$ cat src/rtl/nearest_prototype_classifier_unit_macros.svh
// ----------------------------------------------------------------------------
// Assertion macros for the nearest prototype classifier
// Clocked assertion helpers used by the top RTL file of this block.
// ----------------------------------------------------------------------------
`ifndef NEAREST_PROTOTYPE_CLASSIFIER_UNIT_MACROS_SVH
`define NEAREST_PROTOTYPE_CLASSIFIER_UNIT_MACROS_SVH

// Assertion on an explicit clock and reset.
`define NPC_ASSERT_CLK(lbl, clk, rst, prop) \
   lbl: assert property (@(posedge clk) disable iff (rst) prop) \
      else $error("npc assertion failed");

// Assertion on the block clock and reset.
`define NPC_ASSERT(lbl, prop) `NPC_ASSERT_CLK(lbl, clock, reset, prop)

`endif

$ cat src/rtl/npc_pkg.sv
// ----------------------------------------------------------------------------
// npc_pkg
// Types and constants shared by the nearest prototype classifier.
// ----------------------------------------------------------------------------
`default_nettype none

package npc_pkg;

   localparam int NUM_PROTO   = 4;
   localparam int PROTO_W     = 50;
   localparam int IDX_W       = 2;
   localparam int DATA_W      = 24;
   localparam int STAMP_W     = 32;
   localparam int COORD_W     = 16;
   localparam int DIST_W      = 35;
   localparam int DEN_W       = 36;
   localparam int CONF_W      = 16;
   localparam int LABEL_W     = 2;

   localparam logic [COORD_W-1:0] FEAT_MAX = 16'd24576;
   localparam logic [DATA_W-1:0]  ONE_Q816 = 24'd65536;
   localparam logic [DEN_W-1:0]   EPS_Q428 = 36'd26844;
   localparam logic [CONF_W-1:0]  CONF_LO  = 16'd32768;
   localparam logic [CONF_W-1:0]  CONF_HI  = 16'd64881;

   // Reciprocals for the energy (divide by 6) and peak (divide by 14) features.
   localparam logic [17:0] RECIP_6   = 18'd174763;
   localparam logic [18:0] RECIP_14  = 19'd299594;
   localparam logic [23:0] LIMIT_6   = 24'd147456;
   localparam logic [23:0] LIMIT_14  = 24'd344064;

   localparam logic [PROTO_W-1:0] PROTO_RESET [NUM_PROTO] = '{
      50'd0, 50'd287105721762775, 50'd615727102105190, 50'd858499806411981
   };

   localparam int DIV_STEPS  = CONF_W;
   localparam int PIPE_DEPTH = 1 + 2 * NUM_PROTO + 1 + DIV_STEPS;

   typedef struct packed {
      logic [COORD_W-1:0] x0;
      logic [COORD_W-1:0] x1;
      logic [COORD_W-1:0] x2;
   } feat_type;

   typedef struct packed {
      logic [DIST_W-1:0]  best;
      logic [DIST_W-1:0]  second;
      logic [LABEL_W-1:0] label;
   } rank_type;

   typedef struct packed {
      logic [DEN_W-1:0]   den;
      logic [DEN_W-1:0]   rem;
      logic [CONF_W-1:0]  quo;
      logic [LABEL_W-1:0] label;
   } div_type;

   typedef struct packed {
      logic [DATA_W-1:0]  energy;
      logic [DATA_W-1:0]  max_abs;
      logic [STAMP_W-1:0] stamp;
   } pass_type;

endpackage

`default_nettype wire

$ cat src/rtl/npc_div_cell.sv
// ----------------------------------------------------------------------------
// npc_div_cell
// One restoring-division step of the confidence quotient.
// ----------------------------------------------------------------------------
`default_nettype none

module npc_div_cell (
   input  wire logic             clock,
   input  wire logic             enable,
   input  wire npc_pkg::div_type div_i,
   output npc_pkg::div_type      div_o
);
   import npc_pkg::*;

   logic [DEN_W:0] twice;
   div_type        div_in;
   div_type        div_ff;

   always_comb begin
      twice  = {div_i.rem, 1'b0};
      div_in = div_i;
      if (twice >= {1'b0, div_i.den}) begin
         div_in.rem = DEN_W'(twice - {1'b0, div_i.den});
         div_in.quo = {div_i.quo[CONF_W-2:0], 1'b1};
      end else begin
         div_in.rem = twice[DEN_W-1:0];
         div_in.quo = {div_i.quo[CONF_W-2:0], 1'b0};
      end
   end

   always_ff @(posedge clock) begin
      if (enable) begin
         div_ff <= div_in;
      end
   end

   assign div_o = div_ff;

endmodule

`default_nettype wire

$ cat config.mk
export PLATFORM = sky130hd
export DESIGN_NAME = npc_div_cell
export DESIGN_NICKNAME = d
export VERILOG_FILES = /design/src/rtl/nearest_prototype_classifier_unit_macros.svh /design/src/rtl/npc_pkg.sv /design/src/rtl/npc_div_cell.sv
export SDC_FILE = /design/constraint.sdc
export NUM_CORES = 1
export LEC_CHECK = 0
export ABC_AREA = 1
export BUFFER_PORTS_ARGS = -buffer_cell sky130_fd_sc_hd__buf_2
export CORE_UTILIZATION = 53
export CTS_CLUSTER_DIAMETER = 200
export CTS_CLUSTER_SIZE = 28
export DETAILED_ROUTE_END_ITERATION = 10
export PLACE_DENSITY = 0.88
export SYNTH_ARGS = -nofsm -noshare
export SYNTH_HDL_FRONTEND = slang
export SYNTH_SLANG_ARGS = --single-unit
$ cat constraint.sdc
create_clock -name clock -period 2.6 [get_ports clock]
set_clock_uncertainty 0.2 [all_clocks]
set_input_delay 0.26 -clock clock [delete_from_list [all_inputs] [get_ports clock]]
set_output_delay 0.26 -clock clock [all_outputs]
set_load 0.01 [all_outputs]
Word level (Yosys, flattened, before mapping)
Cells that the tools add are included.

storage, ports and cells
  bits in registers = 90
  latch bits = 0
  RAM bits = 0
  ROM bits = 0
  input bits = 92
  output and inout bits = 90
  memories kept = 0

operators by class
  add/sub/neg operators = 1
  $mul = 0
  div/mod/pow operators = 0
  magnitude comparators = 1
  equal/unequal tests = 0
  shifts and indexed selects = 0
  multiplexer cells = 1
  bitwise gates (word level) = 0
  reductions and logical operators = 0

operators by type and width
  kind                            number
  two-way mux 52 bit              1
  >= comparator 37 x 36 -> 1 bit  1
  subtractor 36 bit               1

Longest topological paths before layout
  depth after elaboration = 2
  gate-level depth with buffers = 16
  depth with buffers taken out = 15

Least setup slack after synthesis
Ideal clock, no wire load.

  kind = input port to flip-flop
  start point = input div_i[82] in the netlist's numbering
  end point = register div_ff (netlist bit div_o[49]), data pin
  setup time = 252 ps
  arrival time = 1,647 ps
  slack = 500 ps
  stages = 11
  cell sequence = inv_1 -> ha_1 -> nand2_1 -> inv_1 -> a21oi_1 -> nand2_1 -> a21oi_2 -> nand4_4 -> buf_8 -> nand3_2 -> nand2_1

RTL lines
  element               line                source
  start, declared       npc_div_cell.sv:10  input wire npc_pkg::div_type div_i,
  end signal, assigned  npc_div_cell.sv:33  div_ff <= div_in;
  end, declared         npc_div_cell.sv:17  div_type div_ff;

==> flow_metrics.py <==
metrics = {
    "run_status": {
        "outcome": "finished clean",
    },
    "die": {
        "initial_core_util": 0.542,
        "core_area_mm2": 0.0114,
        "dieArea_mm2": 0.0121,
        "die_y_um": 110,
        "rows": 39,
        "ios": 182,
        "die_w_um": 110,
    },
    "route": {
        "drt_pass1_iterations": 5,
        "vias_per_cell": 5.10,
        "vias": 6020,
        "wl_per_cell_um": 15.3,
        "ant_nets": 0,
        "drt_iter0_markers": 452,
        "wl_um": 18000,
        "drcViolationCount": 0,
    },
    "layout": {
        "regArea_mm2": 0.00270,
        "final_util": 0.717,
        "multiInputGateArea_mm2": 0.00293,
        "synthToLayoutAreaGrowth_pct": 32.2,
        "fillerInstances": 895,
        "final_nets": 1161,
        "largest_register_ffs": 90,
        "layout-drive-gt1-share": 0.252,
        "fin_area_mm2": 0.00819,
    },
    "timing": {
        "hold_violations": 0,
        "rsz0062_at_grt": "no",
        "setup_viol": 0,
        "hold-worst-slack_ns": 0.0295,
        "fin_crit_ns": 2.46,
        "period_share": 0.948,
        "tightestPinTransition_ns": 0.515,
        "slew_viol_final": 0,
        "maxSlewHeadroom": 0.657,
        "fmax_ghz": 0.406,
        "setup_tns_ns": 0,
    },
    "yosys": {
        "synth_seq_cells": 90,
        "ys_async_sr_fraction": 0,
        "synth.yosys.warnings": 0,
        "yosysTopAreaCellShare": 0.436,
        "synth_area_mm2": 0.00619,
        "synth-seq-area-share": 0.436,
        "synth_fp_nets": 909,
        "post-synth-top-count-cell": "nand2_1",
        "avgSynthCellArea_um2": 7.94,
        "synth_edf_count": 90,
        "synth_top_area_cell": "edfxtp_1",
        "syn-instance-count": 780,
        "yosys-top-cells-count": "nand2_1, inv_1, edfxtp_1",
        "yosysUniqueCellTypes": 31,
        "ys.flop_type": "edfxtp_1",
        "synth_area_leaders": "edfxtp_1, nand2_1, inv_1, ha_1, nand3_1",
    },
    "clock_network": {
        "numClockSinks": 90,
        "cts_tree": "built",
        "cts.clk_slew.worst_paths_ns": 0.07,
        "cts_root_buffer": "clkbuf_16",
        "cts_buffers": 9,
        "htreeDepth": 3,
        "cts_buffer_depth": 2,
    },
    "placement": {
        "portBuffers": 180,
        "gp_congestion": 0.907,
        "dpl_cell_area_mm2": 0.00732,
        "dp_hpwl_um": 13000,
    },
    "min_path": {
        "hp-class": "primary input to flip-flop",
        "whs_path_depth": 3,
    },
    "critical_path": {
        "endpoint": "div_o[52]$_DFFE_PP_",
        "crit_arrival_ns": 2.37,
        "path_max_fanout": 11,
        "crit_path_start": "div_i[89]",
        "cp.required_ns": 2.51,
        "cp-end-kind": "flip-flop",
        "start_kind": "primary input",
        "crit_type": "primary input to flip-flop",
    },
    "global_route": {
        "antenna_found_initial": 0,
        "grtUsageTotal": 0.300,
        "grt_pass1_wl_um": 27300,
        "grt_pass1_vias": 5781,
        "overflow": 0,
        "grt_max_degree": 56,
    },
    "power_and_ir_drop": {
        "ir_drop_mv": 0.542,
        "p_per_area_mw_per_mm2": 534,
        "p_leak_nw": 4.22,
        "power_mw": 4.37,
    },
    "run": {
        "max_cap_viol_count": 0,
    },
}
-- worst max-delay path, stage by stage --
cell and delay (ns):
dlygate4sd3_1 0.53, buf_2 0.12, inv_1 0.08, ha_4 0.22, inv_2 0.10, nor3_4 0.05
nand2_1 0.09, inv_1 0.09, a21oi_2 0.18, nand4_4 0.26, buf_12 0.25, nand3_1 0.08
nand2_1 0.06
-- metrics by stage --
step           instances  worst slack [ns]
2_1_floorplan        780             0.500
3_3_place_gp        1108            0.0652
3_5_place_dp        1108           -0.0266
4_1_cts             1177            0.0170
5_1_grt             1180           0.00957
6_report            1181             0.136
-- power by group --
part | internal (mW) | switching, mW | leakage (nW)
clock network | 0.657 | 0.605 | 0.126
registers | 1.79 | 0.0409 | 0.880
logic | 0.510 | 0.769 | 3.21
-- layout make-up --
cell class	instances	area share
Multi-Input combinational cell	547	0.358
Sequential cell	90	0.330
Timing Repair Buffer	250	0.194
Inverter	134	0.0614
Clock buffer	10	0.0280
Tap cell	143	0.0219
Clock inverter	6	0.00596
Antenna cell	1	0.000306
-- what timing repair did --
item                                   CTS  global route
setup buffers                            0             2
resized for setup                        0             7
hold buffers                            53             0
endpoints found under the hold margin   53             0
setup endpoints to repair                0            34
-- worst min path at each step --
| stage | startpoint | end |
|---|---|---|
| global route | div_i[27] | div_o[28]$_DFFE_PP_ |
| CTS | div_i[41] | div_o[42]$_DFFE_PP_ |
| global placement | div_i[16] | div_o[17]$_DFFE_PP_ |
| floorplan | div_i[0] | div_o[0]$_DFFE_PP_ |
| detailed placement | div_i[13] | div_o[14]$_DFFE_PP_ |
| finish | div_i[28] | div_o[29]$_DFFE_PP_ |
-- placed cells by master, fill, tap and decap left out, types with 11 or more instances in the layout --
master / Yosys / layout
edfxtp_1: 90 / 90
nand3_2: 12 / 12
xor2_1: 17 / 17
buf_4: 0 / 13
nand3_1: 65 / 65
nand2_1: 270 / 270
nor2_1: 50 / 50
buf_2: 3 / 180
dlygate4sd3_1: 0 / 53
nand2_2: 11 / 11
a21oi_1: 25 / 24
inv_1: 133 / 132
ha_1: 36 / 35
-- routing by layer --
metal,GRT usage,routed length (um)
met5,0,0
met4,0.105,291
met3,0.0412,1420
met2,0.518,8780
met1,0.384,7530
-- cells by family (layout without fill, tap and decap cells) --
kind of cell | count (synthesis) | count (layout) | share of synthesized area
AOI/OAI and AO/OA | 43 | 43 | 0.0412
xor gates and xnor gates | 18 | 18 | 0.0255
adders and majority gates | 37 | 37 | 0.0760
buffers and inverters | 143 | 400 | 0.0951
DFF | 90 | 90 | 0.436
other | 0 | 1 | 0
and+or+nand+nor | 449 | 449 | 0.326
(Power assumes the default switching activity.)
