`config.mk`:
```
export PLATFORM = sky130hd
export DESIGN_NAME = npc_proto_cell
export DESIGN_NICKNAME = d
export VERILOG_FILES = /design/src/rtl/nearest_prototype_classifier_unit_macros.svh /design/src/rtl/npc_pkg.sv /design/src/rtl/npc_proto_cell.sv
export SDC_FILE = /design/constraint.sdc
export NUM_CORES = 2
export LEC_CHECK = 0
export ABC_AREA = 1
export BUFFER_PORTS_ARGS = -buffer_cell sky130_fd_sc_hd__buf_2
export CAP_MARGIN = 20
export CELL_PAD_IN_SITES_DETAIL_PLACEMENT = 1
export CELL_PAD_IN_SITES_GLOBAL_PLACEMENT = 1
export CORE_AREA = 8 8 463 329
export CTS_CLUSTER_SIZE = 10
export DETAILED_ROUTE_END_ITERATION = 6
export DIE_AREA = 0 0 471 337
export GPL_ROUTABILITY_DRIVEN = 0
export HOLD_SLACK_MARGIN = 0.12
export PLACE_DENSITY_LB_ADDON = 0.1
export SLEW_MARGIN = 20
export SYNTH_ARGS = -nofsm -noshare
export SYNTH_HDL_FRONTEND = slang
export SYNTH_SLANG_ARGS = --single-unit
```
`constraint.sdc`:
```
create_clock -name clock -period 10.05 [get_ports clock]
set_input_delay 1.5075 -clock clock [delete_from_list [all_inputs] [get_ports clock]]
set_output_delay 1.5075 -clock clock [all_outputs]
set_load 0.02 [all_outputs]
```
`src/rtl/nearest_prototype_classifier_unit_macros.svh`:
```
// ----------------------------------------------------------------------------
// Assertion macros for the nearest prototype classifier
// Clocked assertion helpers used by the top RTL file of this block.
// ----------------------------------------------------------------------------
`ifndef NEAREST_PROTOTYPE_CLASSIFIER_UNIT_MACROS_SVH
`define NEAREST_PROTOTYPE_CLASSIFIER_UNIT_MACROS_SVH

// Assertion on an explicit clock and reset.
`define NPC_ASSERT_CLK(lbl, clk, rst, prop) \
   lbl: assert property (@(posedge clk) disable iff (rst) prop) \
      else $error("npc assertion failed");

// Assertion on the block clock and reset.
`define NPC_ASSERT(lbl, prop) `NPC_ASSERT_CLK(lbl, clock, reset, prop)

`endif

```
`src/rtl/npc_pkg.sv`:
```
// ----------------------------------------------------------------------------
// npc_pkg
// Types and constants shared by the nearest prototype classifier.
// ----------------------------------------------------------------------------
`default_nettype none

package npc_pkg;

   localparam int NUM_PROTO   = 4;
   localparam int PROTO_W     = 50;
   localparam int IDX_W       = 2;
   localparam int DATA_W      = 24;
   localparam int STAMP_W     = 32;
   localparam int COORD_W     = 16;
   localparam int DIST_W      = 35;
   localparam int DEN_W       = 36;
   localparam int CONF_W      = 16;
   localparam int LABEL_W     = 2;

   localparam logic [COORD_W-1:0] FEAT_MAX = 16'd24576;
   localparam logic [DATA_W-1:0]  ONE_Q816 = 24'd65536;
   localparam logic [DEN_W-1:0]   EPS_Q428 = 36'd26844;
   localparam logic [CONF_W-1:0]  CONF_LO  = 16'd32768;
   localparam logic [CONF_W-1:0]  CONF_HI  = 16'd64881;

   // Reciprocals for the energy (divide by 6) and peak (divide by 14) features.
   localparam logic [17:0] RECIP_6   = 18'd174763;
   localparam logic [18:0] RECIP_14  = 19'd299594;
   localparam logic [23:0] LIMIT_6   = 24'd147456;
   localparam logic [23:0] LIMIT_14  = 24'd344064;

   localparam logic [PROTO_W-1:0] PROTO_RESET [NUM_PROTO] = '{
      50'd0, 50'd287105721762775, 50'd615727102105190, 50'd858499806411981
   };

   localparam int DIV_STEPS  = CONF_W;
   localparam int PIPE_DEPTH = 1 + 2 * NUM_PROTO + 1 + DIV_STEPS;

   typedef struct packed {
      logic [COORD_W-1:0] x0;
      logic [COORD_W-1:0] x1;
      logic [COORD_W-1:0] x2;
   } feat_type;

   typedef struct packed {
      logic [DIST_W-1:0]  best;
      logic [DIST_W-1:0]  second;
      logic [LABEL_W-1:0] label;
   } rank_type;

   typedef struct packed {
      logic [DEN_W-1:0]   den;
      logic [DEN_W-1:0]   rem;
      logic [CONF_W-1:0]  quo;
      logic [LABEL_W-1:0] label;
   } div_type;

   typedef struct packed {
      logic [DATA_W-1:0]  energy;
      logic [DATA_W-1:0]  max_abs;
      logic [STAMP_W-1:0] stamp;
   } pass_type;

endpackage

`default_nettype wire

```
`src/rtl/npc_proto_cell.sv`:
```
// ----------------------------------------------------------------------------
// npc_proto_cell
// Weighted distance to one prototype and running best/second ranking.
// ----------------------------------------------------------------------------
`default_nettype none

module npc_proto_cell (
   input  wire logic                          clock,
   input  wire logic                          enable,
   input  wire logic [npc_pkg::PROTO_W-1:0]   proto,
   input  wire npc_pkg::feat_type             feat_i,
   input  wire npc_pkg::rank_type             rank_i,
   output npc_pkg::feat_type                  feat_o,
   output npc_pkg::rank_type                  rank_o
);
   import npc_pkg::*;

   logic [COORD_W-1:0] d0, d1, d2;
   logic [31:0]        sq0_ff, sq1_ff, sq2_ff;
   feat_type           feat_mid_ff;
   rank_type           rank_mid_ff;
   logic [DIST_W-1:0]  dist_sum;
   feat_type           feat_ff;
   rank_type           rank_in;
   rank_type           rank_ff;

   always_comb begin
      d0 = (feat_i.x0 >= proto[47:32]) ? feat_i.x0 - proto[47:32] : proto[47:32] - feat_i.x0;
      d1 = (feat_i.x1 >= proto[31:16]) ? feat_i.x1 - proto[31:16] : proto[31:16] - feat_i.x1;
      d2 = (feat_i.x2 >= proto[15:0])  ? feat_i.x2 - proto[15:0]  : proto[15:0] - feat_i.x2;
   end

   always_ff @(posedge clock) begin
      if (enable) begin
         sq0_ff      <= 32'(d0) * 32'(d0);
         sq1_ff      <= 32'(d1) * 32'(d1);
         sq2_ff      <= 32'(d2) * 32'(d2);
         feat_mid_ff <= feat_i;
         rank_mid_ff <= rank_i;
      end
   end

   always_comb begin
      dist_sum = DIST_W'(sq0_ff) + DIST_W'(sq1_ff) + (DIST_W'(sq2_ff) << 1);
      rank_in  = rank_mid_ff;
      if (dist_sum < rank_mid_ff.best) begin
         rank_in.second = rank_mid_ff.best;
         rank_in.best   = dist_sum;
         rank_in.label  = proto[49:48];
      end else if (dist_sum < rank_mid_ff.second) begin
         rank_in.second = dist_sum;
      end
   end

   always_ff @(posedge clock) begin
      if (enable) begin
         feat_ff <= feat_mid_ff;
         rank_ff <= rank_in;
      end
   end

   assign feat_o = feat_ff;
   assign rank_o = rank_ff;

endmodule

`default_nettype wire

```
-- After elaboration in Yosys (flattened, before gate mapping)
Index checks and enable logic that the tools add are counted.
- register bits after elaboration: 336
- bits in latches: 0
- memory bits (writable): 0
- bits in read-only memories: 0
- output and inout bits: 120
- word-level logic and storage cells: 38
- memories: 0
- add/sub/neg operators: 8
- $mul: 3
- div/mod/pow operators: 0
- $lt $le $gt $ge: 5
- eq/ne operators: 0
- shifts and indexed selects: 0
- mux-type cells: 7
- bitwise gates (word level): 0
- reductions and logical operators: 0
- operators by type and width (operator ; count):
    2-to-1 mux 35 bit ; 3
    multiplier 16 x 16 -> 32 bit ; 3
    subtractor 16 bit ; 6
    < comparator 34 x 35 -> 1 bit ; 2
    >= comparator 16 bit ; 3
    2-to-1 mux 16 bit ; 3
    adder 33 x 33 -> 34 bit ; 1
    adder 32 x 32 -> 33 bit ; 1
    2-to-1 mux 2 bit ; 1

-- Logic depth before layout (Yosys ltp)
- word-level depth: 5
- depth in mapped cells: 42
- depth with buffers taken out: 39

-- Least setup slack after synthesis
Ideal clock, no wire load.
- path type: input to register
- from: in feat_i[16] in the netlist's numbering
- to: reg sq1_ff[27] (data pin)
- library setup time: 0.259 ns
- arrival time: 7.827 ns
- data required time: 9.791 ns
- path slack: 1.964 ns
- stages: 35
- buffers on the path: 1
- cells stage by stage: inv_1 > ha_1 > fa_1 > nand3b_1 > nand2_1 > nand2_1 > nand3_2 > nand2_2 > nand2_4 > buf_2 > nand2_1 > nand2_1 > nor2_1 > fa_1 > inv_1 > fa_1 > inv_1 > fa_1 > inv_1 > fa_1 > inv_1 > fa_1 > inv_1 > fa_1 > inv_1 > ha_1 > nand2_1 > nor2_1 > nand2_1 > o21ai_0 > nand2_1 > inv_1 > nor2_1 > o211ai_1 > nand2_1
- longest elaborated chain between the ends: 3
- elaborated cells between the ends (all ways): 5
- those cells by class: add/sub: 2; mul: 1; order compare: 1; mux: 1
- RTL lines (what ; RTL line ; source):
    start, declared ; npc_proto_cell.sv:11 ; input wire npc_pkg::feat_type feat_i,
    subtractor 16 bit or >= comparator 16 bit (tied branches) ; npc_proto_cell.sv:29 ; d1 = (feat_i.x1 >= proto[31:16]) ? feat_i.x1 - proto[31:16] : proto[31:16] - feat_i.x1;
    2-to-1 mux 16 bit (*) ; npc_proto_cell.sv:29 ;
    multiplier 16 x 16 -> 32 bit (*) ; npc_proto_cell.sv:36 ; sq1_ff <= 32'(d1) * 32'(d1);
    end signal, assigned ; npc_proto_cell.sv:36 ;
    end, declared ; npc_proto_cell.sv:19 ; logic [31:0] sq0_ff, sq1_ff, sq2_ff;
Every way passes the cells marked *; elsewhere a longest branch is shown, timed or not.
A chain may end at the register's enable or synchronous reset.

-- Worst setup path in the final report
- from: in feat_i[0] in the netlist's numbering
- to: reg sq2_ff[31] (data pin)
- longest elaborated chain between the ends: 3
- elaborated cells between the ends (all ways): 5
- those cells by class: add/sub: 2; mul: 1; order compare: 1; mux: 1
- RTL lines (what ; RTL line ; source):
    subtractor 16 bit or >= comparator 16 bit (tied branches) ; npc_proto_cell.sv:30 ; d2 = (feat_i.x2 >= proto[15:0]) ? feat_i.x2 - proto[15:0] : proto[15:0] - feat_i.x2;
    2-to-1 mux 16 bit (*) ; npc_proto_cell.sv:30 ;
    multiplier 16 x 16 -> 32 bit (*) ; npc_proto_cell.sv:37 ; sq2_ff <= 32'(d2) * 32'(d2);
    end signal, assigned ; npc_proto_cell.sv:37 ;
    end, declared ; npc_proto_cell.sv:19 ;
Marked as above.

==> flow_summary_export.csv <==
group,metric,value,unit
synthesis,synthDominantCellAreaShare,24.3,%
route,highest_layer,"met4",
floorplan,die_h,337,um
sta,finalCriticalPeriod,9030,ps
worst_setup_path,worst_path_largest_cell_delay,560,ps
route,dr_total_vias,33517,
clocking,cts_max_level,2,
synthesis,syn_area,43200,um2
route,met2WireLength,57.5,mm
synthesis,syn_inst,5097,
worst_setup_path,critical-path-top-delay-family,"adder cells",
worst_setup_path,end_kind,"flip-flop",
synthesis,ys.flop_type,"edfxtp_1",
worst_setup_path,crit_type,"in2reg",
clocking,clkLatencyLatePin,650,ps
hold_path,holdCritPathClass,"reg2reg",
clocking,clock_sinks,333,
synthesis,yosys_warnings,0,
sta,fin_skew,29.3,ps
worst_setup_path,cp_max_fo,15,
global_route,overflow,0,
cells_and_area,final_common_cell,"inv_1",
run_status,violations,"design-rule violations",
sta,hold_viol_final,0,
clocking,cts_resized,0,
synthesis,async_flop_share,0,%
global_route,grt_start_max_net_pins,126,
cells_and_area,syn_to_final_growth,11.5,%
worst_setup_path,required,10430,ps
global_route,grt_antenna_before_repair,6,
sta,fmax,0.111,GHz
clocking,cts_buffers,44,
sta,setup_violations,0,
sta,fin_setup_tns,0,ps
route,first_iter_violations,1735,
run_status,outcome,"finished with violations",
global_route,grt_use_total,17.6,%
cells_and_area,drive_above_1_share,9.35,%
clocking,postCtsSetupBuffers,0,
route,drc_errors,5,
route,wl_per_cell,19.1,um
synthesis,ys_ff_latch,333,
floorplan,die_w,471,um
sta,slew_violations,0,
route,drt_first_pass_iters,7,
route,wl_met1,74.2,mm
worst_setup_path,critPathBufInv,8,
global_route,grt_pass1_wl,220,mm
sta,worst_slew_pin_slew,956,ps
sta,relSlewSlack,36.2,%
route,met3_length,6.14,mm
clocking,clk_path_buf_depth,3,
synthesis,ys_types,58,
clocking,cts_tree,"done",
floorplan,start_util,29.9,%
placement,io_buffer_count,291,
route,drtAntennaViolNets,0,
worst_setup_path,crit_slowest_cell,"fa_1",
route,finalWirelength,140,mm
floorplan,core,145000,um2
cells_and_area,nNetsFinal,6577,
worst_setup_path,worst_ep_arrival_time,9410,ps
clocking,root_buffer,"clkbuf_16",
synthesis,synth.avg_cell_area,8.48,um2
cells_and_area,design_area,48200,um2
route,viasPerCell,4.58,
floorplan,ios,292,
synthesis,synth_enable_flop_cells,333,
floorplan,die_area,159000,um2
global_route,grt_pass1_vias,36488,
synthesis,yosysTopAreaCell,"fa_1",
placement,dp.final_hpwl,119,mm
clocking,clkTransAtPathRegs,60,ps
cells_and_area,mostFrequentLayoutCells,"inv_1, nand2_1, fa_1",
clocking,holdBufCountCts,0,
flow_run,max_cap_viol_count,0,
floorplan,rows,117,
synthesis,synth.top_cells.by_area,"fa_1, edfxtp_1, ha_1",
worst_setup_path,cp-start-kind,"input port",
sta,min_period_over_period,89.8,%
worst_setup_path,crit_top_cell,"nand2_1",
placement,place_area,46900,um2
synthesis,yosysSeqAreaShare,23.1,%
sta,rsz0062_at_grt,"false",
worst register-to-register path, delay by kind of cell (launching register included):
family / cells / cell delay [ps]
flops: 1 / 480
compound gates: 4 / 1390
buf+inv: 4 / 850
fa+ha+maj: 3 / 1260
simple gates: 11 / 1690
metal layers:
layer	vias to the layer above	GRT usage, %
li1	16350	-
met4	0	2.60
met5	-	0.119
met2	577	26.3
met3	79	2.67
met1	16511	27.2
state kept, by name, indices dropped and copies added, names as in the netlist:
signal,count
rank_mid_ff,72
rank_o,72
feat_mid_ff,48
feat_o,48
sq0_ff,31
sq1_ff,31
sq2_ff,31
cell families after synthesis:
group           Yosys count  synth area share [%]
flops                   333                  23.1
xor+xnor                172                  3.55
fa+ha+maj              1011                  38.4
other cells               2                0.0174
compound gates          511                  6.44
buf+inv                1251                  11.3
simple gates           1817                  17.2
cell type report:
class	instances	area (um2)
antenna	5	12.5
clock buffer	49	1140
clock inverter	17	151
fill	17227	96400
inverter	1179	4430
multi-input combinational	3514	28400
sequential	333	10000
tap	1904	2380
timing repair buffer	322	1710
through the flow:
stage / util (%) / std cells / hold WS, ps / setup slack [ps]
final: 33.3 / 7323 / 410 / 1020
after global routing: 33.3 / 7320 / 422 / 623
after CTS: 33.3 / 7318 / 415 / 1110
after detailed placement: 32.4 / 7252 / 406 / 412
after global placement: 32.4 / 7252 / 400 / 394
after floorplan: - / 5098 / 400 / 1960
worst paths after layout:
path / from / to / slack, ps / cells after the start
worst min-delay path: feat_mid_ff[44]$_DFFE_PP_ / feat_o[44]$_DFFE_PP_ / 410 / 0
worst max-delay path: feat_i[0] / sq2_ff[31]$_DFFE_PP_ / 1020 / 34
worst min register to register: feat_mid_ff[44]$_DFFE_PP_ / feat_o[44]$_DFFE_PP_ / 410 / 0
worst max register to register: sq2_ff[23]$_DFFE_PP_ / rank_o[34]$_DFFE_PP_ / 4150 / 22
synth_stat cells, types with 42 or more instances:
cell and number:
xnor2_1 50, nand2_1 1102, ha_1 487, nand3_1 150
nor3_1 42, xor2_1 120, nor2_1 407, a21oi_1 254
o21ai_0 171, inv_1 1133, edfxtp_1 333, fa_1 524
Power is not shown: default switching activity piles up to over one toggle a cycle in this logic, so the estimate is an artifact.
