--- src/rtl/nearest_prototype_classifier_unit_macros.svh ---
// ----------------------------------------------------------------------------
// Assertion macros for the nearest prototype classifier
// Clocked assertion helpers used by the top RTL file of this block.
// ----------------------------------------------------------------------------
`ifndef NEAREST_PROTOTYPE_CLASSIFIER_UNIT_MACROS_SVH
`define NEAREST_PROTOTYPE_CLASSIFIER_UNIT_MACROS_SVH

// Assertion on an explicit clock and reset.
`define NPC_ASSERT_CLK(lbl, clk, rst, prop) \
   lbl: assert property (@(posedge clk) disable iff (rst) prop) \
      else $error("npc assertion failed");

// Assertion on the block clock and reset.
`define NPC_ASSERT(lbl, prop) `NPC_ASSERT_CLK(lbl, clock, reset, prop)

`endif

--- src/rtl/npc_pkg.sv ---
// ----------------------------------------------------------------------------
// npc_pkg
// Types and constants shared by the nearest prototype classifier.
// ----------------------------------------------------------------------------
`default_nettype none

package npc_pkg;

   localparam int NUM_PROTO   = 4;
   localparam int PROTO_W     = 50;
   localparam int IDX_W       = 2;
   localparam int DATA_W      = 24;
   localparam int STAMP_W     = 32;
   localparam int COORD_W     = 16;
   localparam int DIST_W      = 35;
   localparam int DEN_W       = 36;
   localparam int CONF_W      = 16;
   localparam int LABEL_W     = 2;

   localparam logic [COORD_W-1:0] FEAT_MAX = 16'd24576;
   localparam logic [DATA_W-1:0]  ONE_Q816 = 24'd65536;
   localparam logic [DEN_W-1:0]   EPS_Q428 = 36'd26844;
   localparam logic [CONF_W-1:0]  CONF_LO  = 16'd32768;
   localparam logic [CONF_W-1:0]  CONF_HI  = 16'd64881;

   // Reciprocals for the energy (divide by 6) and peak (divide by 14) features.
   localparam logic [17:0] RECIP_6   = 18'd174763;
   localparam logic [18:0] RECIP_14  = 19'd299594;
   localparam logic [23:0] LIMIT_6   = 24'd147456;
   localparam logic [23:0] LIMIT_14  = 24'd344064;

   localparam logic [PROTO_W-1:0] PROTO_RESET [NUM_PROTO] = '{
      50'd0, 50'd287105721762775, 50'd615727102105190, 50'd858499806411981
   };

   localparam int DIV_STEPS  = CONF_W;
   localparam int PIPE_DEPTH = 1 + 2 * NUM_PROTO + 1 + DIV_STEPS;

   typedef struct packed {
      logic [COORD_W-1:0] x0;
      logic [COORD_W-1:0] x1;
      logic [COORD_W-1:0] x2;
   } feat_type;

   typedef struct packed {
      logic [DIST_W-1:0]  best;
      logic [DIST_W-1:0]  second;
      logic [LABEL_W-1:0] label;
   } rank_type;

   typedef struct packed {
      logic [DEN_W-1:0]   den;
      logic [DEN_W-1:0]   rem;
      logic [CONF_W-1:0]  quo;
      logic [LABEL_W-1:0] label;
   } div_type;

   typedef struct packed {
      logic [DATA_W-1:0]  energy;
      logic [DATA_W-1:0]  max_abs;
      logic [STAMP_W-1:0] stamp;
   } pass_type;

endpackage

`default_nettype wire

--- src/rtl/npc_feature.sv ---
// ----------------------------------------------------------------------------
// npc_feature
// Builds the registered Q2.14 feature vector from one input word.
// ----------------------------------------------------------------------------
`default_nettype none

module npc_feature (
   input  wire logic                          clock,
   input  wire logic                          enable,
   input  wire logic [npc_pkg::DATA_W-1:0]    var_x,
   input  wire logic [npc_pkg::DATA_W-1:0]    var_y,
   input  wire logic [npc_pkg::DATA_W-1:0]    var_z,
   input  wire logic [npc_pkg::DATA_W-1:0]    energy,
   input  wire logic [npc_pkg::DATA_W-1:0]    max_abs,
   output npc_pkg::feat_type                  feat
);
   import npc_pkg::*;

   logic [25:0] sum;
   logic [28:0] scaled;
   logic [24:0] x0_raw;
   logic [23:0] e_ofs;
   logic [23:0] m_ofs;
   logic [35:0] e_prod;
   logic [37:0] m_prod;
   feat_type    feat_in;
   feat_type    feat_ff;

   always_comb begin
      sum    = 26'(var_x) + 26'(var_y) + 26'(var_z);
      scaled = (29'(sum) << 2) + 29'(sum) + 29'd8;
      x0_raw = scaled[28:4];
      feat_in.x0 = (x0_raw > 25'(FEAT_MAX)) ? FEAT_MAX : x0_raw[COORD_W-1:0];

      e_ofs  = energy - ONE_Q816 + 24'd3;
      e_prod = 36'(e_ofs[17:0]) * 36'(RECIP_6);
      if (energy <= ONE_Q816) begin
         feat_in.x1 = '0;
      end else if (e_ofs >= LIMIT_6) begin
         feat_in.x1 = FEAT_MAX;
      end else begin
         feat_in.x1 = e_prod[35:20];
      end

      m_ofs  = max_abs - ONE_Q816 + 24'd7;
      m_prod = 38'(m_ofs[18:0]) * 38'(RECIP_14);
      if (max_abs <= ONE_Q816) begin
         feat_in.x2 = '0;
      end else if (m_ofs >= LIMIT_14) begin
         feat_in.x2 = FEAT_MAX;
      end else begin
         feat_in.x2 = m_prod[37:22];
      end
   end

   always_ff @(posedge clock) begin
      if (enable) begin
         feat_ff <= feat_in;
      end
   end

   assign feat = feat_ff;

endmodule

`default_nettype wire

--- config.mk ---
export PLATFORM = sky130hd
export DESIGN_NAME = npc_feature
export DESIGN_NICKNAME = d
export VERILOG_FILES = /design/src/rtl/nearest_prototype_classifier_unit_macros.svh /design/src/rtl/npc_pkg.sv /design/src/rtl/npc_feature.sv
export SDC_FILE = /design/constraint.sdc
export NUM_CORES = 1
export LEC_CHECK = 0
export BUFFER_PORTS_ARGS = -buffer_cell sky130_fd_sc_hd__buf_2
export CAP_MARGIN = 0
export CORE_ASPECT_RATIO = 0.75
export CORE_MARGIN = 1
export CORE_UTILIZATION = 40
export DETAILED_ROUTE_END_ITERATION = 12
export HOLD_SLACK_MARGIN = 0.03
export SLEW_MARGIN = 20
export SYNTH_ARGS = -nofsm -noshare
export SYNTH_HDL_FRONTEND = slang
export SYNTH_SLANG_ARGS = --single-unit
export TNS_END_PERCENT = 20
--- constraint.sdc ---
create_clock -name clock -period 12.7 [get_ports clock]
set_input_delay 1.27 -clock clock [delete_from_list [all_inputs] [get_ports clock]]
set_output_delay 1.27 -clock clock [all_outputs]
set_load 0.02 [all_outputs]
After elaboration in Yosys (flattened, before gate mapping)

Index checks and enable logic that the tools add are counted.
Widths: inputs -> output; s select.

Register bits after elaboration: 48
Input bits: 122
Word-level logic and storage cells: 24

Add/sub/neg operators: 8
$mul: 2
Magnitude comparators: 5
Multiplexer cells: 2
Reductions and logical operators: 2

Operators by type and width:

| operator               | number |
|---|---|
| $le 24x17->1 const B   | 2 |
| $sub 24x17->24 const B | 2 |
| $mul 19x18->37 const B | 1 |
| $mul 18x18->36 const B | 1 |
| $mux 15                | 2 |
| $add 28x26->29         | 1 |
| $add 29x4->29 const B  | 1 |
| $add 25x24->26         | 1 |
| $add 24x24->25         | 1 |
| $gt 25x15->1 const B   | 1 |
| $add 24x2->24 const B  | 1 |
| $add 24x3->24 const B  | 1 |
| $ge 24x18->1 const B   | 1 |
| $ge 24x19->1 const B   | 1 |
| $reduce_or 2->1        | 2 |

Logic depth before layout (Yosys ltp)

Gate-level depths: netlist of run 1.

Word-level depth: 5
Gate-level depth with buffers: 27

Worst setup path after synthesis of run 1

No wires, ideal clock.

Path type: input to register
From: input port energy[5] in the netlist's numbering
To: register feat_ff (netlist bit feat[24]) (data pin)
Library setup time: 0.254 ns
Data arrival time: 7.750 ns
Setup slack: 4.696 ns
Stages: 26
Path buffers: 2
Path through: clkbuf_1 > nand4_1 > or2_2 > clkbuf_1 > nor3b_1 > xor2_1 > ha_1 > ha_1 > inv_1 > fa_1 > inv_1 > fa_1 > fa_1 > inv_1 > fa_1 > inv_1 > ha_1 > and3_1 > a31oi_1 > o31ai_1 > a221oi_1 > o21ai_0 > a2111oi_0 > o31ai_1 > xnor2_1 > nor2_1

Word-level cells in the longest chain between the ends: 4
Elaborated cells between the ends (all ways): 6

Ends and longest elaborated chain:

| item                                                                   | line              | text |
|---|---|---|
| from (decl)                                                            | npc_feature.sv:13 | `input wire logic [npc_pkg::DATA_W-1:0] energy,` |
| parallel branches: the longest is 4 deep, another holds $mul 18x18->36 | -                 |  |
| to (signal assigned)                                                   | npc_feature.sv:58 | `feat_ff <= feat_in;` |
| to (decl)                                                              | npc_feature.sv:27 | `feat_type feat_ff;` |

Parallel ways; which one is timed is not known.
A chain may end at the register's enable or synchronous reset.

Worst setup path in the final report of run 1

From: input port energy[0] in the netlist's numbering
To: register feat_ff (netlist bit feat[24]) (data pin)

The elaborated chain is that of the path after synthesis.

==> impl_metrics.yaml, run 1 <==
synthesis:
  synth-seq-cells: 48
  synth_top_area_share_pct: 28.8
  synth_cell_types: 80
  yosys-top-cells-count: "inv_1, ha_1, fa_1"
  synth_nets: 2464
  synth_enable_flop_cells: 48
  synth_most_common_cell: "inv_1"
  ys.warnings.count: 0
  avgSynthCellArea_um2: 9.28
  ys.flop_type: "edfxtp_1"
  async_reset_ff_share_pct: 0
  ys_top_cells_by_area: "ha_1, fa_1, inv_1"
  yosysSeqAreaShare_pct: 8.81
  syn-instance-count: 1763
  yosysTopAreaCell: "ha_1"
  synth_area_um2: 16400
detailed_routing:
  routed_wl_um: 39700
  avgRoutedWirePerCell_um: 16.2
  drtPass1Iterations: 4
  drt_iter0_markers: 709
  route.vias.total: 12800
  viasPerCell: 5.21
  ant_nets: 0
  drc: 0
sta:
  finalSetupViolCount: 0
  tightest_slew_ns: 0.988
  fin_setup_tns_ns: 0
  clock.fmax_ghz: 0.115
  post-route-min-period_ns: 8.67
  drv_slew: 0
  fin_crit_sh_pct: 68.3
  rsz0062_at_grt: "false"
  finalHoldViolations: 0
  max-slew-margin-rel_pct: 32.4
clock_tree:
  clock_sinks: 48
  cts_tree: "built"
  ctsHoldBuffers: 0
  post-cts-setup-buffer-count: 0
  cts-buffers-inserted: 5
  cts_resized: 0
  cts_root_buf: "clkbuf_16"
  cts.path.max_buffers: 2
  cts.clk_slew.worst_paths_ns: 0.08
  htreeDepth: 2
setup_path:
  setup.worst_path.end_class: "flip-flop"
  required_ns: 12.76
  worstPathArrival_ns: 8.73
  critical_path_class: "primary input to flip-flop"
  start_kind: "primary input"
  cp_max_fo: 6
final_layout:
  n_fill_cell: 3924
  n_antenna_cell: 0
  drive_gt1_share_pct: 10.7
  fin_nets: 2630
  regArea_um2: 1440
  largest_reg_flops: 48
  multiInputGateArea_um2: 13300
  syn_to_final_growth_pct: 10.1
grt:
  grt_pass1_vias: 12900
  grt_pass1_wl_um: 65800
  antenna_found_initial: 0
  grt_max_degree: 49
  grt_remaining_overflow: 0
  grt_usage_pct: 19.7
hold_path:
  min_path_type: "primary input to flip-flop"
placement:
  io_buffers: 169
  hpwl_um: 35500
  place_congestion: 0.971
floorplan:
  die_w_um: 235
  coreArea_um2: 39900
  rows: 63
  die_h_um: 177
  initial_core_util_pct: 41.0
  io_pins: 170
  die_area_um2: 41700
run:
  drv_cap: 0
status:
  status: "finished, final reports clean"
## critical path, cell delays in order
cell and delay [ns]:
buf_2 0.13, inv_1 0.16, ha_1 0.27, nor2_1 0.21
nand2_1 0.13, nor2_1 0.19, and2_1 0.16, xor2_1 0.51
ha_1 0.44, ha_1 0.33, fa_1 0.53, fa_1 0.45
fa_1 0.55, inv_1 0.06, fa_1 0.53, inv_1 0.04
ha_1 0.33, and3_1 0.20, a31oi_1 0.16, o31ai_1 0.12
a221oi_1 0.61, o21ai_0 0.34, a2111oi_0 0.61, o31ai_1 0.18
xnor2_1 0.15, nor2_1 0.05
## routing by layer
metal,share of wire (%),GRT usage [%]
met5,0,0
met3,6.1,3.76
met4,0.53,1.39
met1,51,29.4
met2,42,30.3
## worst paths after layout
path	from	to	slack [ns]	depth (start not counted)
max	energy[0]	feat[24]	4.03	26
min	max_abs[23]	feat[14]	1.52	4
## cells in the final DEF, fill, tap and decap left out, types with 7 or more instances in the layout
master     netlist  layout
o21a_1          16      16
fa_1           202     202
xnor2_1         66      66
inv_1          423     423
nor2b_1         11      11
a21o_1          29      29
nor2_1          83      83
nor4_1           9       9
nand2b_1        15      15
or3_1            8       8
a2111oi_0        7       7
a31oi_1         16      16
a211oi_1        14      14
nand4_1         16      16
xor2_1          31      31
o21ai_0         39      39
nand3_1         30      30
and3_1          16      16
o211ai_1        12      12
a21oi_1         68      68
nand2_1         49      49
buf_2            3     169
edfxtp_1        48      48
o21bai_1        10      10
nor3_1          29      29
and4_1           8       8
o31ai_1         10      10
ha_1           377     377
## through the flow
step	cells	utilization, %	cell area [um^2]	hold slack [ns]	setup slack [ns]
2_1_floorplan	1763	-	16400	1.38	4.70
3_3_place_gp	2442	44.7	17800	1.72	3.88
3_5_place_dp	2442	44.7	17800	1.72	3.83
4_1_cts	2449	45.2	18000	1.51	4.10
5_1_grt	2449	45.2	18000	1.57	3.61
6_report	2449	45.2	18000	1.52	4.03
## cells by family (layout without fill, tap and decap cells)
group	Yosys count	in the layout	synth area share [%]
AND/OR/NAND/NOR	312	312	10.0
flip-flops	48	48	8.81
multiplexers	8	8	0.505
AO/OA/AOI/OAI	279	279	11.7
XOR/XNOR	97	97	5.19
other	1	1	0.0229
adder cells (fa/ha/maj)	579	579	53.6
buffers and inverters	439	605	10.2
## final cells by class
cell class / instances / area share, %
multi-input cells: 1276 / 73.6
clock inverters: 2 / 0.333
inverters: 423 / 8.82
flip-flops and latches: 48 / 8.00
clock buffers: 5 / 0.695
well taps: 520 / 3.61
repair buffers: 175 / 4.95
Power of run 1 is not shown: default switching activity piles up to over one toggle a cycle in this logic, so the estimate is an artifact.
==> run 2: changes to the inputs <==
==> constraint.sdc (replaced) <==
create_clock -name clock -period 8.13 [get_ports clock]
set_input_delay 0.813 -clock clock [delete_from_list [all_inputs] [get_ports clock]]
set_output_delay 0.813 -clock clock [all_outputs]
set_load 0.02 [all_outputs]
==> run 2 against run 1 <==
  * Design area grew 1.0%
  * Highest routed layer unchanged
  * Largest cell class unchanged
  * Via count is 0.31% lower
  * First-iteration DRC count down 7.1%
  * Non-clock buffer count up 26
  * Critical path depth is 1 lower
  * Global-route usage decreased by 0.33 points
  * Hold slack worse by 0.47 ns
  * Sequential cell count unchanged
==> impl_metrics.yaml, run 2 (synthesis gave the netlist of run 1 again) <==
status:
  status: "finished, final reports clean"
placement:
  dp_worst_setup_slack_ns: -0.134
  io_buffers: 169
  hpwl_um: 35300
  place_congestion: 0.920
  dpl.cell_count: 2468
grt:
  antenna_found_initial: 0
  grt_remaining_overflow: 0
  grt_max_degree: 49
  grt_pass1_vias: 12800
  grt_usage_pct: 19.3
  grt_pass1_wl_um: 65100
final_layout:
  fin_nets: 2656
  layout_commonest_cell: "inv_1"
  syn_to_final_growth_pct: 11.2
  fin_cells: 2476
  n_fill_cell: 3952
  n_antenna_cell: 0
  multiInputGateArea_um2: 13300
  largest_reg_flops: 48
  layout_common_cells: "inv_1, ha_1, fa_1"
  drive_gt1_share_pct: 11.9
  regArea_um2: 1440
sta:
  hold_ws_ns: 1.05
  post-route-min-period_ns: 7.62
  finalSetupViolCount: 0
  worst_slack_ns: 0.510
  drv_slew: 0
  tightest_slew_ns: 0.880
  fin_crit_sh_pct: 93.7
  rsz0062_at_grt: "false"
  clock.fmax_ghz: 0.131
  finalHoldViolations: 0
  max-slew-margin-rel_pct: 41.2
setup_path:
  required_ns: 8.19
  worstPathArrival_ns: 7.68
  max_stage_delay_ns: 0.63
  cp_max_fo: 7
  setup.worst_path.end_class: "flip-flop"
  start_kind: "primary input"
  slowest_stage: "a2111oi_1"
  cpMostUsedCell: "ha_1"
  critical_path_class: "primary input to flip-flop"
clock_tree:
  cts_root_buf: "clkbuf_16"
  cts_resized: 0
  cts.clk_slew.worst_paths_ns: 0.07
  ctsHoldBuffers: 0
  cts.path.max_buffers: 2
  clock_sinks: 48
  htreeDepth: 2
  cts-buffers-inserted: 5
  cts_tree: "built"
  post-cts-setup-buffer-count: 0
detailed_routing:
  drtPass1Iterations: 5
  viasPerCell: 5.13
  avgRoutedWirePerCell_um: 15.9
  drc: 0
  drt_iter0_markers: 659
  routed_wl_um: 39300
  route.vias.total: 12700
  ant_nets: 0
hold_path:
  worstHoldStart: "energy[17]"
  min_path_type: "primary input to flip-flop"
  min_path_cells: 4
  hold_end: "feat[29]"
run:
  drv_cap: 0
floorplan:
  initial_core_util_pct: 41.0
  die_h_um: 177
  rows: 63
  die_area_um2: 41700
  die_w_um: 235
  coreArea_um2: 39900
  io_pins: 170
[run 2: critical path: cells and delay by family]
kind            cells  cell delay, ns
buf+inv             4            0.31
simple gates        3            0.75
xor+xnor            2            0.52
compound gates      8            2.17
fa+ha+maj           8            3.10
[run 2: worst max path at each step]
stage                          from  endpoint  slack [ns]
after floorplan           energy[5]  feat[24]        0.58
after global placement    energy[4]  feat[30]       -0.04
after detailed placement  energy[4]  feat[30]       -0.13
after CTS                 energy[4]  feat[30]        0.20
after global routing      energy[0]  feat[30]        0.02
final                     energy[0]  feat[30]        0.51
[run 2: cell type report]
class | instances | area share (%)
Clock inverter | 3 | 0.206
Clock buffer | 5 | 0.688
Sequential cell | 48 | 7.92
Timing Repair Buffer | 201 | 5.97
Tap cell | 520 | 3.58
Multi-Input combinational cell | 1276 | 72.9
Inverter | 423 | 8.73
[run 2: through the flow]
| step | utilization (%) | area, um^2 | setup TNS (ns) |
|---|---|---|---|
| after floorplan | - | 16400 | 0 |
| after global placement | 45.2 | 18000 | -0.0422 |
| after detailed placement | 45.2 | 18000 | -0.225 |
| after CTS | 45.6 | 18200 | 0 |
| after global routing | 45.6 | 18200 | 0 |
| final | 45.6 | 18200 | 0 |
[run 2: per-layer routing]
layer / global-route usage, % / vias up / wire [um]
met2: 29.6 / 287 / 16500
met5: 0 / - / 0
met1: 29.7 / 6093 / 20600
met4: 1.44 / 0 / 245
met3: 2.74 / 16 / 1960
li1: - / 6317 / -
Power of run 2 is left out for the same reason.
